--- src/dense_layer_forward_assert.svh ---
// assertion macros for the dense layer block
`ifndef DENSE_LAYER_FORWARD_ASSERT_SVH
`define DENSE_LAYER_FORWARD_ASSERT_SVH
`ifndef NO_ASSERTIONS
`define DLF_ASSERT_IMPL(label, clk, rst, ante, cons, msg) \
  label: assert property (@(posedge clk) disable iff (rst) (ante) |-> (cons)) \
    else $error(msg);
`define DLF_ASSERT_NEXT(label, clk, rst, ante, cons, msg) \
  label: assert property (@(posedge clk) disable iff (rst) (ante) |=> (cons)) \
    else $error(msg);
`else
`define DLF_ASSERT_IMPL(label, clk, rst, ante, cons, msg)
`define DLF_ASSERT_NEXT(label, clk, rst, ante, cons, msg)
`endif
`endif

--- src/dlf_pkg.sv ---
// shared constants, codes and command types of the dense layer block
`default_nettype none

package dlf_pkg;

  localparam int MAX_INPUTS_DEF  = 1024;
  localparam int MAX_OUTPUTS_DEF = 32;
  localparam int VALUE_WIDTH_DEF = 16;

  localparam int ACC_WIDTH       = 48;
  localparam int FRAC_SHIFT      = 8;
  localparam int OP_WIDTH        = 2;
  localparam int NEURON_WIDTH    = 5;
  localparam int INPUT_WIDTH     = 10;
  localparam int IN_COUNT_WIDTH  = 11;
  localparam int OUT_COUNT_WIDTH = 6;
  localparam int CFG_INDEX_WIDTH = 2;
  localparam int CFG_DATA_WIDTH  = 11;

  typedef enum logic [OP_WIDTH-1:0] {
    OP_LOAD_WEIGHT = 2'd0,
    OP_LOAD_BIAS   = 2'd1,
    OP_FEED        = 2'd2
  } op_t;

  typedef enum logic [CFG_INDEX_WIDTH-1:0] {
    CFG_IN_COUNT  = 2'd0,
    CFG_OUT_COUNT = 2'd1
  } cfg_index_t;

  typedef struct packed {
    logic wr_weight;
    logic wr_bias;
    logic take_x;
    logic mac;
    logic first;
    logic acc_rd;
    logic out_load;
    logic out_last;
  } cmd_t;

  typedef struct packed {
    logic pipe_busy;
    logic out_free;
  } stat_t;

endpackage

`default_nettype wire

--- src/dlf_ctrl.sv ---
// controller: item decode, config registers, neuron sweep and result sequencing
`default_nettype none
`include "dense_layer_forward_assert.svh"

module dlf_ctrl #(
  parameter int MAX_INPUTS  = dlf_pkg::MAX_INPUTS_DEF,
  parameter int MAX_OUTPUTS = dlf_pkg::MAX_OUTPUTS_DEF,
  localparam int KW  = (MAX_OUTPUTS > 1) ? $clog2(MAX_OUTPUTS) : 1,
  localparam int IW  = (MAX_INPUTS > 1) ? $clog2(MAX_INPUTS) : 1
) (
  input  logic                                  clk,
  input  logic                                  rst,
  input  logic                                  in_valid,
  output logic                                  in_stall,
  input  logic [dlf_pkg::OP_WIDTH-1:0]          op,
  input  logic [dlf_pkg::NEURON_WIDTH-1:0]      neuron_index,
  input  logic [dlf_pkg::INPUT_WIDTH-1:0]       input_index,
  input  logic                                  cfg_valid,
  output logic                                  cfg_ready,
  input  logic [dlf_pkg::CFG_INDEX_WIDTH-1:0]   cfg_index,
  input  logic [dlf_pkg::CFG_DATA_WIDTH-1:0]    cfg_data,
  input  dlf_pkg::stat_t                        stat,
  output dlf_pkg::cmd_t                         cmd,
  output logic [KW-1:0]                         k_idx,
  output logic [IW-1:0]                         row_pos
);

  import dlf_pkg::*;

  localparam int NOW = $clog2(MAX_OUTPUTS + 1);
  localparam int NIW = $clog2(MAX_INPUTS + 1);

  typedef enum logic [4:0] {
    ST_IDLE      = 5'b00001,
    ST_MAC       = 5'b00010,
    ST_DRAIN     = 5'b00100,
    ST_EMIT_RD   = 5'b01000,
    ST_EMIT_WAIT = 5'b10000
  } state_t;

  state_t                     state, state_next;
  logic [KW-1:0]              k, k_next;
  logic [IW-1:0]              pos, pos_next;
  logic [IW-1:0]              row_p, row_p_next;
  logic                       first, first_next;
  logic                       row_done, row_done_next;
  logic [IN_COUNT_WIDTH-1:0]  in_count, in_count_next;
  logic [OUT_COUNT_WIDTH-1:0] out_count, out_count_next;

  logic [NIW-1:0] n_in;
  logic [NOW-1:0] n_out;
  logic [IW-1:0]  p_eff;
  logic [NIW-1:0] p_inc;
  logic           in_accept;
  logic           cfg_write;
  logic           k_last;
  logic           weight_ok;
  logic           bias_ok;

  assign in_stall  = (state != ST_IDLE);
  assign cfg_ready = 1'b1;
  assign in_accept = in_valid && !in_stall;
  assign cfg_write = cfg_valid && cfg_ready;
  assign k_idx     = k;
  assign row_pos   = row_p;

  assign n_in = (in_count == '0) ? NIW'(1) :
                (32'(in_count) > 32'(MAX_INPUTS)) ? NIW'(MAX_INPUTS) : NIW'(in_count);
  assign n_out = (out_count == '0) ? NOW'(1) :
                 (32'(out_count) > 32'(MAX_OUTPUTS)) ? NOW'(MAX_OUTPUTS) : NOW'(out_count);

  assign p_eff     = (NIW'(pos) >= n_in) ? '0 : pos;
  assign p_inc     = NIW'(p_eff) + NIW'(1);
  assign k_last    = (NOW'(k) + NOW'(1)) == n_out;
  assign weight_ok = (32'(neuron_index) < 32'(MAX_OUTPUTS)) &&
                     (32'(input_index) < 32'(MAX_INPUTS));
  assign bias_ok   = 32'(neuron_index) < 32'(MAX_OUTPUTS);

  always_comb begin
    state_next     = state;
    k_next         = k;
    pos_next       = pos;
    row_p_next     = row_p;
    first_next     = first;
    row_done_next  = row_done;
    in_count_next  = in_count;
    out_count_next = out_count;
    cmd            = '0;
    cmd.first      = first;

    case (state)
      ST_IDLE: begin
        if (in_accept) begin
          case (op)
            OP_LOAD_WEIGHT: cmd.wr_weight = weight_ok;
            OP_LOAD_BIAS:   cmd.wr_bias   = bias_ok;
            OP_FEED: begin
              cmd.take_x    = 1'b1;
              row_p_next    = p_eff;
              first_next    = (p_eff == '0);
              row_done_next = (p_inc >= n_in);
              pos_next      = (p_inc >= n_in) ? '0 : IW'(p_inc);
              k_next        = '0;
              state_next    = ST_MAC;
            end
            default: ;
          endcase
        end
      end
      ST_MAC: begin
        cmd.mac = 1'b1;
        if (k_last) begin
          state_next = ST_DRAIN;
        end else begin
          k_next = k + KW'(1);
        end
      end
      ST_DRAIN: begin
        if (!stat.pipe_busy) begin
          k_next     = '0;
          state_next = row_done ? ST_EMIT_RD : ST_IDLE;
        end
      end
      ST_EMIT_RD: begin
        cmd.acc_rd = 1'b1;
        state_next = ST_EMIT_WAIT;
      end
      ST_EMIT_WAIT: begin
        if (stat.out_free) begin
          cmd.out_load = 1'b1;
          cmd.out_last = k_last;
          if (k_last) begin
            state_next = ST_IDLE;
          end else begin
            k_next     = k + KW'(1);
            state_next = ST_EMIT_RD;
          end
        end
      end
      default: state_next = ST_IDLE;
    endcase

    if (cfg_write) begin
      case (cfg_index)
        CFG_IN_COUNT: begin
          in_count_next = cfg_data[IN_COUNT_WIDTH-1:0];
          pos_next      = '0;
        end
        CFG_OUT_COUNT: begin
          out_count_next = cfg_data[OUT_COUNT_WIDTH-1:0];
          pos_next       = '0;
        end
        default: ;
      endcase
    end
  end

  always_ff @(posedge clk) begin
    if (rst) begin
      state     <= ST_IDLE;
      k         <= '0;
      pos       <= '0;
      row_p     <= '0;
      first     <= 1'b0;
      row_done  <= 1'b0;
      in_count  <= IN_COUNT_WIDTH'(1);
      out_count <= OUT_COUNT_WIDTH'(1);
    end else begin
      state     <= state_next;
      k         <= k_next;
      pos       <= pos_next;
      row_p     <= row_p_next;
      first     <= first_next;
      row_done  <= row_done_next;
      in_count  <= in_count_next;
      out_count <= out_count_next;
    end
  end

  `DLF_ASSERT_IMPL(a_load_free, clk, rst, cmd.out_load, stat.out_free, "result loaded over a waiting result")
  `DLF_ASSERT_NEXT(a_feed_start, clk, rst, in_accept && op == OP_FEED, state == ST_MAC && k == '0, "feed item did not start the neuron sweep")
  `DLF_ASSERT_IMPL(a_emit_after_drain, clk, rst, state == ST_EMIT_RD && $past(state) == ST_DRAIN, !$past(stat.pipe_busy) && row_done, "results read before the pipeline drained")

endmodule

`default_nettype wire

--- config.mk ---
export PLATFORM = sky130hd
export DESIGN_NAME = dlf_ctrl
export DESIGN_NICKNAME = d
export VERILOG_FILES = /design/src/dlf_pkg.sv /design/src/dlf_ctrl.sv
export VERILOG_INCLUDE_DIRS = /design/src /design/src/src
export SDC_FILE = /design/constraint.sdc
export NUM_CORES = 1
export LEC_CHECK = 0
export BUFFER_PORTS_ARGS = -buffer_cell sky130_fd_sc_hd__buf_2
export CORE_MARGIN = 4
export CORE_UTILIZATION = 40
export DETAILED_ROUTE_END_ITERATION = 10
export SETUP_SLACK_MARGIN = 0.02
export SYNTH_ARGS = -nofsm -noshare
export SYNTH_HDL_FRONTEND = slang
export SYNTH_SLANG_ARGS = --single-unit
--- constraint.sdc ---
create_clock -name clk -period 5.63 [get_ports clk]
set_input_delay 1.689 -clock clk [delete_from_list [all_inputs] [get_ports clk]]
set_output_delay 1.689 -clock clk [all_outputs]
set_load 0.02 [all_outputs]
Word-level counts from Yosys, hierarchy flattened
Cells that the tools add are included.
Word-level totals
  ROM bits: 0
  memories: 0
  RAM bits: 0
  register bits after elaboration: 49
  bits in latches: 0
  input port bits: 36
Cells by class
  shifts and indexed selects: 0
  add/sub/neg operators: 3
  eq/ne operators: 15
  $lt $le $gt $ge: 4
  muxes and demuxes: 34
  divide/modulo/power cells: 0
  reductions and logical operators: 14
  bitwise operators: 0
  $mul: 0
Operators with widths (number)
  $mux W10: 7
  $mux W5: 10
  $pmux W5 S5: 1
  $mux W11: 2
  $pmux W5 S4: 1
  $mux W6: 2
  $add A10 B1 Y11 const B: 1
  $ge A10 B11 Y1: 1
  $ge A11 B11 Y1: 1
  $gt A11 B11 Y1 const B: 1
  $logic_not A11 Y1: 1
  $logic_not A10 Y1: 1
  $reduce_and A5 Y1: 2
  $mux W4: 2
  $ne A2 B2 Y1 const B: 4
  $add A5 B1 Y6 const B: 1
  $eq A6 B6 Y1: 1
  $gt A6 B6 Y1 const B: 1
  $logic_not A6 Y1: 1
  $mux W3: 2
  $add A5 B1 Y5 const B: 1
  $eq A5 B1 Y1 const B: 1
  $eq A5 B2 Y1 const B: 1
  $eq A5 B3 Y1 const B: 1
  15 further kinds: 23

Longest topological paths before layout
Gate-level depths: netlist (run 1).
  word-level depth: 13
  mapped depth: 23

Worst setup path before layout (run 1)
OpenSTA, ideal clock, no wires.
  kind: input to output
  start: input op[0] (netlist bit)
  end: output cmd[5] (netlist bit)
  required time: 3.941 ns
  slack: 1.294 ns
  arrival: 2.647 ns
  cell stages on the path: 5
  path through: nand3b_1 -> or2_2 -> clkbuf_1 -> inv_1 -> buf_2
RTL lines
  start: declaration: RTL line dlf_ctrl.sv:15  | input logic [dlf_pkg::OP_WIDTH-1:0] op,
  end: declaration: RTL line dlf_ctrl.sv:23  | output dlf_pkg::cmd_t cmd,

Worst setup path after layout (run 1)
  start: register in_count[6]
  end: register pos[9]
On the way
  word-level cells in the longest chain between the ends: 13
  elaborated cells on any way between the ends: 14
  classes of those cells: add/sub (1); order compare (3); mux (9); reduce/logical (1)
RTL lines
  start: declaration: RTL line dlf_ctrl.sv:47  | logic [IN_COUNT_WIDTH-1:0] in_count, in_count_next;
  start signal: assignment: RTL line dlf_ctrl.sv:175  | in_count <= in_count_next;
  $gt A11 B11 Y1: RTL line dlf_ctrl.sv:68  | (32'(in_count) > 32'(MAX_INPUTS)) ? NIW'(MAX_INPUTS) : NIW'(in_count);
  $mux W11: RTL line dlf_ctrl.sv:68
  $mux W11 (*): RTL line dlf_ctrl.sv:67  | assign n_in = (in_count == '0) ? NIW'(1) :
  $ge A10 B11 Y1 (*): RTL line dlf_ctrl.sv:72  | assign p_eff = (NIW'(pos) >= n_in) ? '0 : pos;
  $mux W10 (*): RTL line dlf_ctrl.sv:72
  net p_eff[0]: RTL line dlf_ctrl.sv:52  | logic [IW-1:0] p_eff;
  $add A10 B1 Y11 (*): RTL line dlf_ctrl.sv:73  | assign p_inc = NIW'(p_eff) + NIW'(1);
  $ge A11 B11 Y1: RTL line dlf_ctrl.sv:102  | pos_next = (p_inc >= n_in) ? '0 : IW'(p_inc);
  $mux W10 (*): RTL line dlf_ctrl.sv:102
  $mux W10 (*): RTL line dlf_ctrl.sv:94  | case (op)
  $mux W10 (*): RTL line dlf_ctrl.sv:93  | if (in_accept) begin
  $mux W10 (*): RTL line dlf_ctrl.sv:91  | case (state)
  $mux W10: RTL line dlf_ctrl.sv:144  | case (cfg_index)
  $mux W10 (*): RTL line dlf_ctrl.sv:143  | if (cfg_write) begin
  end signal: assignment: RTL line dlf_ctrl.sv:171  | pos <= pos_next;
  end: declaration: RTL line dlf_ctrl.sv:43  | logic [IW-1:0] pos, pos_next;
The timed path passes the listed nets; every way through them passes the cells marked *.
A chain may end at the register's enable or synchronous reset.

==> results of run 1 <==
stage by stage:
step	utilization (%)	hold WS, ps	power (W)
floorplan	-	456.6	0.0006187
CTS	46.36	454.4	0.0008993
global placement	45.13	438.6	0.0006799
finish	46.39	452.1	0.0008936
detailed placement	45.13	442.2	0.0006857
global route	46.39	470.1	0.0009475
power by group through the flow:
stage               sequential [W]  combinational [W]  clock [W]
floorplan                 0.000393           0.000226          0
global placement          0.000399           0.000281          0
detailed placement        0.000400           0.000286          0
CTS                       0.000391           0.000287   0.000221
finish                    0.000392           0.000287   0.000214
global route              0.000396           0.000317   0.000234
per-layer routing:
metal  global-route usage [%]  up-vias  part of all wire (%)
met5                        0        -                     0
met3                    2.737        6                   4.5
met2                    23.86       54                    44
met4                    3.791        0                  0.72
li1                         -     1456                     -
met1                    22.64     1298                    51
layout make-up:
class	count	area (um^2)	area share, %
clock buffers	5	68.82	2.002
clock inverters	3	22.52	0.6553
inverters	12	45.04	1.311
multi-input cells	311	1961	57.04
flip-flops and latches	49	980.9	28.54
well taps	99	123.9	3.604
repair buffers	46	235.2	6.844
synth_stat cells (2+ instances only):
library cell	number	share of area, %
sky130_fd_sc_hd__nor2_1	53	6.4
sky130_fd_sc_hd__dfxtp_1	49	32
sky130_fd_sc_hd__nand2_1	47	5.7
sky130_fd_sc_hd__a21oi_1	28	4.5
sky130_fd_sc_hd__ha_1	24	9.7
sky130_fd_sc_hd__nand3_1	22	3.6
sky130_fd_sc_hd__mux2i_1	19	6.1
sky130_fd_sc_hd__nor3_1	14	2.3
sky130_fd_sc_hd__clkbuf_1	13	1.6
sky130_fd_sc_hd__inv_1	12	1.5
sky130_fd_sc_hd__o21ai_0	9	1.5
sky130_fd_sc_hd__xnor2_1	9	2.5
sky130_fd_sc_hd__nor4_1	8	1.6
sky130_fd_sc_hd__a31oi_1	6	1.2
sky130_fd_sc_hd__and3_1	6	1.2
sky130_fd_sc_hd__nand3b_1	6	1.5
sky130_fd_sc_hd__nor2b_1	5	1.0
sky130_fd_sc_hd__a22oi_1	4	0.97
sky130_fd_sc_hd__and2_1	4	0.81
sky130_fd_sc_hd__o21a_1	4	0.97
sky130_fd_sc_hd__a21o_1	3	0.73
sky130_fd_sc_hd__buf_4	3	0.73
sky130_fd_sc_hd__nand2b_1	3	0.61
sky130_fd_sc_hd__xor2_1	3	0.85
sky130_fd_sc_hd__a211oi_1	2	0.48
sky130_fd_sc_hd__and4_1	2	0.57
sky130_fd_sc_hd__buf_6	2	0.73
sky130_fd_sc_hd__nand4_1	2	0.40
sky130_fd_sc_hd__nor3b_1	2	0.48
cell families after synthesis:
logic type	after synthesis
AOI/OAI and AO/OA	72
xor gates and xnor gates	12
adders and majority gates	24
buffers and inverters	33
DFF	49
muxes	19
other	1
and+or+nand+nor	183
sequential cells by signal (all words and copies together), names as in the netlist:
register	flops
in_count	11
pos	10
row_pos	10
out_count	6
k_idx	5
state	5
first	1
row_done	1
critical path, stage by stage, from the launching register on:
cell and delay, ps:
sky130_fd_sc_hd__dfxtp_1 340, sky130_fd_sc_hd__nor4_1 320, sky130_fd_sc_hd__a31oi_1 120, sky130_fd_sc_hd__nor2_1 190, sky130_fd_sc_hd__ha_1 260, sky130_fd_sc_hd__nand2b_1 140
sky130_fd_sc_hd__a211oi_1 270, sky130_fd_sc_hd__o311a_1 210, sky130_fd_sc_hd__o22a_1 390, sky130_fd_sc_hd__nand2_1 160, sky130_fd_sc_hd__inv_1 120, sky130_fd_sc_hd__ha_1 240
sky130_fd_sc_hd__nand3_1 160, sky130_fd_sc_hd__nor2_1 200, sky130_fd_sc_hd__and3_1 290, sky130_fd_sc_hd__xnor2_1 150, sky130_fd_sc_hd__nor2_1 60, sky130_fd_sc_hd__ha_1 210
sky130_fd_sc_hd__a21o_1 170, sky130_fd_sc_hd__a21oi_1 160, sky130_fd_sc_hd__o21ai_0 230, sky130_fd_sc_hd__nor2_2 330, sky130_fd_sc_hd__nand3b_1 120, sky130_fd_sc_hd__a21oi_1 130
what timing repair did:
item                                    CTS  global route
gates resized for setup                   0             1
endpoints found under the setup margin    0             5
hold endpoints to repair                  0             0
worst max path at each step:
stage	cells after the start	from	end	slack, ps
2_1_floorplan	5	op[0]	cmd[5]	1290
3_3_place_gp	23	in_count[6]	pos[9]	570
3_5_place_dp	23	in_count[6]	pos[9]	500
4_1_cts	23	in_count[6]	pos[9]	450
5_1_grt	23	in_count[6]	pos[9]	110
6_report	23	in_count[6]	pos[9]	580
==> impl_results.html, run 1 <==
<table>
<tr><th>Metric</th><th>Value</th></tr>
<tr><th colspan="2">Setup path</th></tr>
<tr><td>Arrival time at the worst endpoint</td><td>5280 ps</td></tr>
<tr><td>Kind of capture point of the worst setup path</td><td>flip-flop</td></tr>
<tr><td>Required time at the endpoint of the critical path</td><td>5860 ps</td></tr>
<tr><td>Worst flop-to-flop path endpoint</td><td>pos[9]</td></tr>
<tr><td>Startpoint of the worst-slack reg-to-reg timing path</td><td>in_count[6]</td></tr>
<tr><td>Depth of the worst register-to-register path</td><td>23</td></tr>
<tr><td>Setup CP Type</td><td>flip-flop to flip-flop</td></tr>
<tr><td>Worst reg2reg setup slack</td><td>580 ps</td></tr>
<tr><td>Worst Setup Start Kind</td><td>flip-flop</td></tr>
<tr><td>Maximum fanout count along the critical path</td><td>10</td></tr>
<tr><th colspan="2">Final layout</th></tr>
<tr><td>Final-layout fill cell count</td><td>773</td></tr>
<tr><td>Fraction of final layout cells sized beyond drive strength 1</td><td>14.55%</td></tr>
<tr><td>Post-route non-filler standard cell count</td><td>525</td></tr>
<tr><td>Post-layout nets</td><td>485</td></tr>
<tr><td>Layout area overhead</td><td>10.95%</td></tr>
<tr><td>Cell area after layout</td><td>3437 um^2</td></tr>
<tr><td>Most common cell after layout, fill and taps aside</td><td>sky130_fd_sc_hd__nor2_1</td></tr>
<tr><td>Commonest cells after routing, fill and taps aside</td><td>52 x sky130_fd_sc_hd__nor2_1, 49 x sky130_fd_sc_hd__dfxtp_1, 47 x sky130_fd_sc_hd__nand2_1</td></tr>
<tr><td>Count of antenna diodes in the layout</td><td>0</td></tr>
<tr><th colspan="2">Yosys</th></tr>
<tr><td>FFs w/ async S/R, synth</td><td>0%</td></tr>
<tr><td>Share of synthesized cell area in and, or, nand and nor gates</td><td>28.47%</td></tr>
<tr><td>Fraction of synthesized area in multiplexers</td><td>6.139%</td></tr>
<tr><td>Synthesis warning total</td><td>0</td></tr>
<tr><td>Synth Area in Compound Gates</td><td>15.39%</td></tr>
<tr><td>Number of enable flip-flop cells after synthesis</td><td>0</td></tr>
<tr><td>Largest family of logic cells by synthesized area</td><td>simple AND/OR/NAND/NOR gates</td></tr>
<tr><td>Synthesized area per cell</td><td>7.883 um^2</td></tr>
<tr><td>Synth Flop Type</td><td>sky130_fd_sc_hd__dfxtp_1</td></tr>
<tr><td>Part of the Yosys area used for sequential elements</td><td>31.66%</td></tr>
<tr><td>Post-Syn Instances</td><td>393</td></tr>
<tr><td>Cell area after technology mapping</td><td>3098 um^2</td></tr>
<tr><td>Xor/xnor share of the synthesized area</td><td>3.393%</td></tr>
<tr><td>Flops &amp; latches, synth</td><td>49</td></tr>
<tr><td>Synth Area in Adders</td><td>9.693%</td></tr>
<tr><td>Net count of the mapped netlist</td><td>453</td></tr>
<tr><td>Number of distinct standard cells referenced by the synthesized netlist</td><td>58</td></tr>
<tr><th colspan="2">Timing</th></tr>
<tr><td>Min Clock Period, post-route</td><td>5045 ps</td></tr>
<tr><td>Achievable frequency</td><td>198.2 MHz</td></tr>
<tr><td>Layout Skew</td><td>5.738 ps</td></tr>
<tr><td>Number of max-slew violations in the final report</td><td>0</td></tr>
<tr><td>Count of endpoints failing setup in the final report</td><td>0</td></tr>
<tr><td>Unrepaired setup endpoints after global routing</td><td>false</td></tr>
<tr><td>Setup Total Neg Slack</td><td>0 ps</td></tr>
<tr><td>Worst rel slew slack</td><td>24.08%</td></tr>
<tr><td>PnR worst setup slack</td><td>584.6 ps</td></tr>
<tr><td>Actual slew at the worst max-slew pin</td><td>1135 ps</td></tr>
<tr><td>Final Hold Viols</td><td>0</td></tr>
<tr><td>Share of the cycle needed by the critical path after routing</td><td>89.62%</td></tr>
<tr><th colspan="2">Place</th></tr>
<tr><td>Worst slack at placement</td><td>504.3 ps</td></tr>
<tr><td>Final HPWL from detailed placement</td><td>5375 um</td></tr>
<tr><td>IO buf count</td><td>44</td></tr>
<tr><td>Cell total after placement</td><td>517</td></tr>
<tr><td>Placed inst area</td><td>3343 um^2</td></tr>
<tr><td>GP Congestion</td><td>0.8091</td></tr>
<tr><th colspan="2">Clocking</th></tr>
<tr><td>Number of H-tree branching levels</td><td>2</td></tr>
<tr><td>TritonCTS clock tree</td><td>done</td></tr>
<tr><td>Longest Clk Path Bufs</td><td>2</td></tr>
<tr><td>Clock slew at reported path FFs</td><td>100 ps</td></tr>
<tr><td>TritonCTS Buffers</td><td>5</td></tr>
<tr><td>Number of clock sinks</td><td>49</td></tr>
<tr><td>CTS Hold Bufs</td><td>0</td></tr>
<tr><td>Number of setup buffers added after CTS</td><td>0</td></tr>
<tr><td>Root buffer cell</td><td>sky130_fd_sc_hd__clkbuf_8</td></tr>
<tr><td>Clock latency reported for the late side of the worst-skew pair</td><td>300 ps</td></tr>
<tr><th colspan="2">Floorplanning</th></tr>
<tr><td>Height of the die</td><td>96.01 um</td></tr>
<tr><td>DIE WIDTH</td><td>96.01 um</td></tr>
<tr><td>Number of core rows</td><td>31</td></tr>
<tr><td>Floorplan core area</td><td>7408 um^2</td></tr>
<tr><td>Top-level I/O count</td><td>61</td></tr>
<tr><td>Overall die area</td><td>9217 um^2</td></tr>
<tr><td>Initial Utilization</td><td>41.82%</td></tr>
<tr><th colspan="2">Drt</th></tr>
<tr><td>Via total after detailed routing</td><td>2814</td></tr>
<tr><td>Avg WL per Cell</td><td>13.49 um</td></tr>
<tr><td>Total wirelength of the detailed-routed design</td><td>7081 um</td></tr>
<tr><td>First drt pass iteration count</td><td>4</td></tr>
<tr><td>Antenna-violating nets left</td><td>0</td></tr>
<tr><td>Routed vias/inst</td><td>5.360</td></tr>
<tr><td>Number of DRC violations after detailed-routing iteration 0</td><td>133</td></tr>
<tr><td>Post-route DRC violation count</td><td>0</td></tr>
<tr><th colspan="2">Power and ir drop</th></tr>
<tr><td>Clock network fraction of design power</td><td>24.0%</td></tr>
<tr><td>Design internal power</td><td>0.0005511 W</td></tr>
<tr><td>Sw frac</td><td>38.33%</td></tr>
<tr><td>Leakage power</td><td>1.451 nW</td></tr>
<tr><td>Sequential power share</td><td>43.9%</td></tr>
<tr><td>Worst vdd rail ir drop</td><td>0.1148 mV</td></tr>
<tr><td>Ratio of total power to cell area</td><td>260.0 nW/um^2</td></tr>
<tr><td>P_sw</td><td>0.0003425 W</td></tr>
<tr><td>Part of the power in combinational logic</td><td>32.1%</td></tr>
<tr><th colspan="2">Global routing</th></tr>
<tr><td>Overflow left after global routing</td><td>0</td></tr>
<tr><td>Largest net degree at the start of global routing</td><td>38</td></tr>
<tr><td>First-pass GRT wire length</td><td>11640 um</td></tr>
<tr><td>Via count of the first global-routing pass</td><td>2464</td></tr>
<tr><td>Aggregate global-route resource usage</td><td>15.61%</td></tr>
<tr><td>Number of antenna violations at the first check in global routing</td><td>0</td></tr>
<tr><th colspan="2">Min path</th></tr>
<tr><td>Hold path start</td><td>row_pos[3]</td></tr>
<tr><td>Hold/Removal Path Class</td><td>flip-flop to flip-flop</td></tr>
<tr><td>WHS Path Cells</td><td>2</td></tr>
<tr><td>Worst Hold Path EP</td><td>row_pos[3]</td></tr>
<tr><th colspan="2">Run</th></tr>
<tr><td>Max-cap viol count</td><td>0</td></tr>
<tr><th colspan="2">Run status</th></tr>
<tr><td>Result of the run</td><td>complete, no violations</td></tr>
</table>
No activity file was read; power rests on OpenSTA's default activity.
==> inputs of run 2 (changes only) <==
clock period = 5.66 ns   (was 5.63 ns; I/O delays follow)
==> run 2 against run 1 <==
Worst setup slack better by 270 ps. Clock skew up 5.5 ps. Via count is 0.60% lower. Wire length is 1.6% lower. Final cell count stayed put. First-iteration DRC count shrank 21%. Clock-buffer cell count is 1 higher. Worst hold slack improved by 0.69 ps. Combinational power is essentially flat. Core utilization is 0.41 points higher. Critical path type unchanged.
==> impl_results.html, run 2 (synthesis results as in run 1) <==
<table>
<tr><th>Metric</th><th>Value</th></tr>
<tr><th colspan="2">Run status</th></tr>
<tr><td>Result of the run</td><td>complete, no violations</td></tr>
<tr><th colspan="2">Floorplanning</th></tr>
<tr><td>Top-level I/O count</td><td>61</td></tr>
<tr><td>Number of core rows</td><td>31</td></tr>
<tr><td>Floorplan core area</td><td>7408 um^2</td></tr>
<tr><td>DIE WIDTH</td><td>96.01 um</td></tr>
<tr><td>Overall die area</td><td>9217 um^2</td></tr>
<tr><td>Initial Utilization</td><td>41.82%</td></tr>
<tr><td>Height of the die</td><td>96.01 um</td></tr>
<tr><th colspan="2">Timing</th></tr>
<tr><td>Achievable frequency</td><td>208.2 MHz</td></tr>
<tr><td>Number of max-slew violations in the final report</td><td>0</td></tr>
<tr><td>Layout Skew</td><td>11.26 ps</td></tr>
<tr><td>Final Hold Viols</td><td>0</td></tr>
<tr><td>Share of the cycle needed by the critical path after routing</td><td>84.85%</td></tr>
<tr><td>Setup Total Neg Slack</td><td>0 ps</td></tr>
<tr><td>Actual slew at the worst max-slew pin</td><td>1100 ps</td></tr>
<tr><td>Min Clock Period, post-route</td><td>4803 ps</td></tr>
<tr><td>Count of endpoints failing setup in the final report</td><td>0</td></tr>
<tr><td>Unrepaired setup endpoints after global routing</td><td>false</td></tr>
<tr><td>Worst rel slew slack</td><td>26.39%</td></tr>
<tr><th colspan="2">Setup path</th></tr>
<tr><td>Depth of the worst register-to-register path</td><td>23</td></tr>
<tr><td>WP depth</td><td>23</td></tr>
<tr><td>CP peak stage delay</td><td>340 ps</td></tr>
<tr><td>Maximum fanout count along the critical path</td><td>10</td></tr>
<tr><td>Critical path origin</td><td>in_count[6]</td></tr>
<tr><td>Arrival time at the worst endpoint</td><td>5030 ps</td></tr>
<tr><td>Worst Setup Start Kind</td><td>flip-flop</td></tr>
<tr><td>Category of cells accounting for the largest share of critical-path delay</td><td>simple AND/OR/NAND/NOR gates</td></tr>
<tr><td>Slowest CP cell</td><td>sky130_fd_sc_hd__dfxtp_1</td></tr>
<tr><td>Setup CP Type</td><td>flip-flop to flip-flop</td></tr>
<tr><td>Required time at the endpoint of the critical path</td><td>5890 ps</td></tr>
<tr><td>Cells along the critical path</td><td>nor4_1 -&gt; a31oi_1 -&gt; nor2_1 -&gt; ha_1 -&gt; nand2b_1 -&gt; a211oi_1 -&gt; o311a_1 -&gt; o22a_2 -&gt; nand2_1 -&gt; inv_1 -&gt; ha_1 -&gt; nand3_1 -&gt; nor2_1 -&gt; and3_1 -&gt; xnor2_1 -&gt; nor2_1 -&gt; ha_1 -&gt; a21o_1 -&gt; a21oi_1 -&gt; o21ai_0 -&gt; nor2_2 -&gt; nand3b_1 -&gt; a21oi_1</td></tr>
<tr><td>Kind of capture point of the worst setup path</td><td>flip-flop</td></tr>
<tr><td>Critical path buffer and inverter count</td><td>1</td></tr>
<tr><td>Startpoint of the worst-slack reg-to-reg timing path</td><td>in_count[6]</td></tr>
<tr><th colspan="2">Drt</th></tr>
<tr><td>Routed vias/inst</td><td>5.328</td></tr>
<tr><td>Via total after detailed routing</td><td>2797</td></tr>
<tr><td>Total wirelength of the detailed-routed design</td><td>6965 um</td></tr>
<tr><td>Number of DRC violations after detailed-routing iteration 0</td><td>105</td></tr>
<tr><td>First drt pass iteration count</td><td>4</td></tr>
<tr><td>Antenna-violating nets left</td><td>0</td></tr>
<tr><td>Avg WL per Cell</td><td>13.27 um</td></tr>
<tr><td>Post-route DRC violation count</td><td>0</td></tr>
<tr><th colspan="2">Global routing</th></tr>
<tr><td>Largest net degree at the start of global routing</td><td>38</td></tr>
<tr><td>Via count of the first global-routing pass</td><td>2525</td></tr>
<tr><td>Aggregate global-route resource usage</td><td>15.41%</td></tr>
<tr><td>Number of antenna violations at the first check in global routing</td><td>0</td></tr>
<tr><td>Overflow left after global routing</td><td>0</td></tr>
<tr><td>First-pass GRT wire length</td><td>11650 um</td></tr>
<tr><th colspan="2">Power and ir drop</th></tr>
<tr><td>Worst vdd rail ir drop</td><td>0.1293 mV</td></tr>
<tr><td>Leakage power</td><td>1.473 nW</td></tr>
<tr><td>Ratio of total power to cell area</td><td>271.3 nW/um^2</td></tr>
<tr><th colspan="2">Clocking</th></tr>
<tr><td>Number of setup buffers added after CTS</td><td>0</td></tr>
<tr><td>TritonCTS Buffers</td><td>5</td></tr>
<tr><td>TritonCTS clock tree</td><td>done</td></tr>
<tr><td>Clock latency reported for the late side of the worst-skew pair</td><td>300 ps</td></tr>
<tr><td>Longest Clk Path Bufs</td><td>2</td></tr>
<tr><td>Number of H-tree branching levels</td><td>2</td></tr>
<tr><td>Clock slew at reported path FFs</td><td>100 ps</td></tr>
<tr><td>Root buffer cell</td><td>sky130_fd_sc_hd__clkbuf_8</td></tr>
<tr><td>Number of clock sinks</td><td>49</td></tr>
<tr><th colspan="2">Final layout</th></tr>
<tr><td>Final core utilization</td><td>46.80%</td></tr>
<tr><td>Most common cell after layout, fill and taps aside</td><td>sky130_fd_sc_hd__nor2_1</td></tr>
<tr><td>Register containing the most flip-flops in the final layout</td><td>in_count</td></tr>
<tr><td>Commonest cells after routing, fill and taps aside</td><td>52 x sky130_fd_sc_hd__nor2_1, 49 x sky130_fd_sc_hd__dfxtp_1, 47 x sky130_fd_sc_hd__nand2_1</td></tr>
<tr><td>Final-layout fill cell count</td><td>749</td></tr>
<tr><td>Layout area overhead</td><td>11.91%</td></tr>
<tr><td>Number of flip-flops in the largest register</td><td>11</td></tr>
<tr><td>Count of antenna diodes in the layout</td><td>0</td></tr>
<tr><td>Fraction of final layout cells sized beyond drive strength 1</td><td>14.79%</td></tr>
<tr><td>Post-layout nets</td><td>485</td></tr>
<tr><th colspan="2">Min path</th></tr>
<tr><td>Hold path start</td><td>row_pos[4]</td></tr>
<tr><td>WHS Path Cells</td><td>2</td></tr>
<tr><td>Hold/Removal Path Class</td><td>flip-flop to flip-flop</td></tr>
<tr><th colspan="2">Place</th></tr>
<tr><td>GP Congestion</td><td>0.8248</td></tr>
<tr><td>IO buf count</td><td>44</td></tr>
<tr><td>Final HPWL from detailed placement</td><td>5271 um</td></tr>
<tr><th colspan="2">Run</th></tr>
<tr><td>Max-cap viol count</td><td>0</td></tr>
</table>
==> run 2: final timing paths <==
| check | endpoint | slack [ps] |
|---|---|---|
| max reg2reg | pos[9] | 860 |
| min | row_pos[4] | 450 |
| min reg2reg | row_pos[4] | 450 |
| max | pos[9] | 860 |
==> run 2: worst reg2reg max path, stage by stage, from the launching register on <==
cell	delay, ps
sky130_fd_sc_hd__dfxtp_1	340
sky130_fd_sc_hd__nor4_1	330
sky130_fd_sc_hd__a31oi_1	130
sky130_fd_sc_hd__nor2_1	160
sky130_fd_sc_hd__ha_1	250
sky130_fd_sc_hd__nand2b_1	140
sky130_fd_sc_hd__a211oi_1	260
sky130_fd_sc_hd__o311a_1	210
sky130_fd_sc_hd__o22a_2	280
sky130_fd_sc_hd__nand2_1	120
sky130_fd_sc_hd__inv_1	110
sky130_fd_sc_hd__ha_1	240
sky130_fd_sc_hd__nand3_1	160
sky130_fd_sc_hd__nor2_1	200
sky130_fd_sc_hd__and3_1	270
sky130_fd_sc_hd__xnor2_1	140
sky130_fd_sc_hd__nor2_1	60
sky130_fd_sc_hd__ha_1	210
sky130_fd_sc_hd__a21o_1	170
sky130_fd_sc_hd__a21oi_1	140
sky130_fd_sc_hd__o21ai_0	230
sky130_fd_sc_hd__nor2_2	340
sky130_fd_sc_hd__nand3b_1	120
sky130_fd_sc_hd__a21oi_1	120
==> run 2: area by class of cell <==
| class | count | area [um^2] | share of cell area (%) |
|---|---|---|---|
| clock inverter | 2 | 37.54 | 1.083 |
| multi-input combinational | 311 | 1962 | 56.59 |
| tap | 99 | 123.9 | 3.573 |
| clock buffer | 6 | 82.58 | 2.382 |
| sequential | 49 | 980.9 | 28.29 |
| inverter | 12 | 45.04 | 1.299 |
| timing repair buffer | 46 | 235.2 | 6.785 |
==> run 2: per-layer routing <==
metal / routed length, um / GRT usage (%)
met5: 0 / 0
met4: 44 / 3.318
met3: 319 / 2.189
met2: 3048 / 23.86
met1: 3553 / 22.59
==> run 2: per-stage QoR <==
stage / hold slack [ps] / total power [W] / worst slack (ps) / instance area (um^2) / std cells
floorplan: 456.6 / 0.0006154 / 1306 / 3098 / 393
global placement: 438.5 / 0.0006763 / 629.2 / 3343 / 517
detailed placement: 442.2 / 0.0006805 / 585.7 / 3343 / 517
CTS: 454.1 / 0.0009489 / 544.5 / 3463 / 525
global route: 469.2 / 0.001002 / 161.2 / 3467 / 525
finish: 452.8 / 0.0009407 / 857.5 / 3467 / 525
==> run 2: what timing repair did <==
action | 4_1_cts | 5_1_grt
endpoints found under the setup margin | 0 | 6
resized for setup | 0 | 2
hold buffers | 0 | 0
==> run 2: report_power, final <==
part | internal (W) | leakage, nW | total, W | switching [W]
combinational | 0.0000974 | 1.02 | 0.000284 | 0.000187
sequential | 0.000364 | 0.397 | 0.000390 | 0.0000258
clock | 0.000144 | 0.0574 | 0.000267 | 0.000123
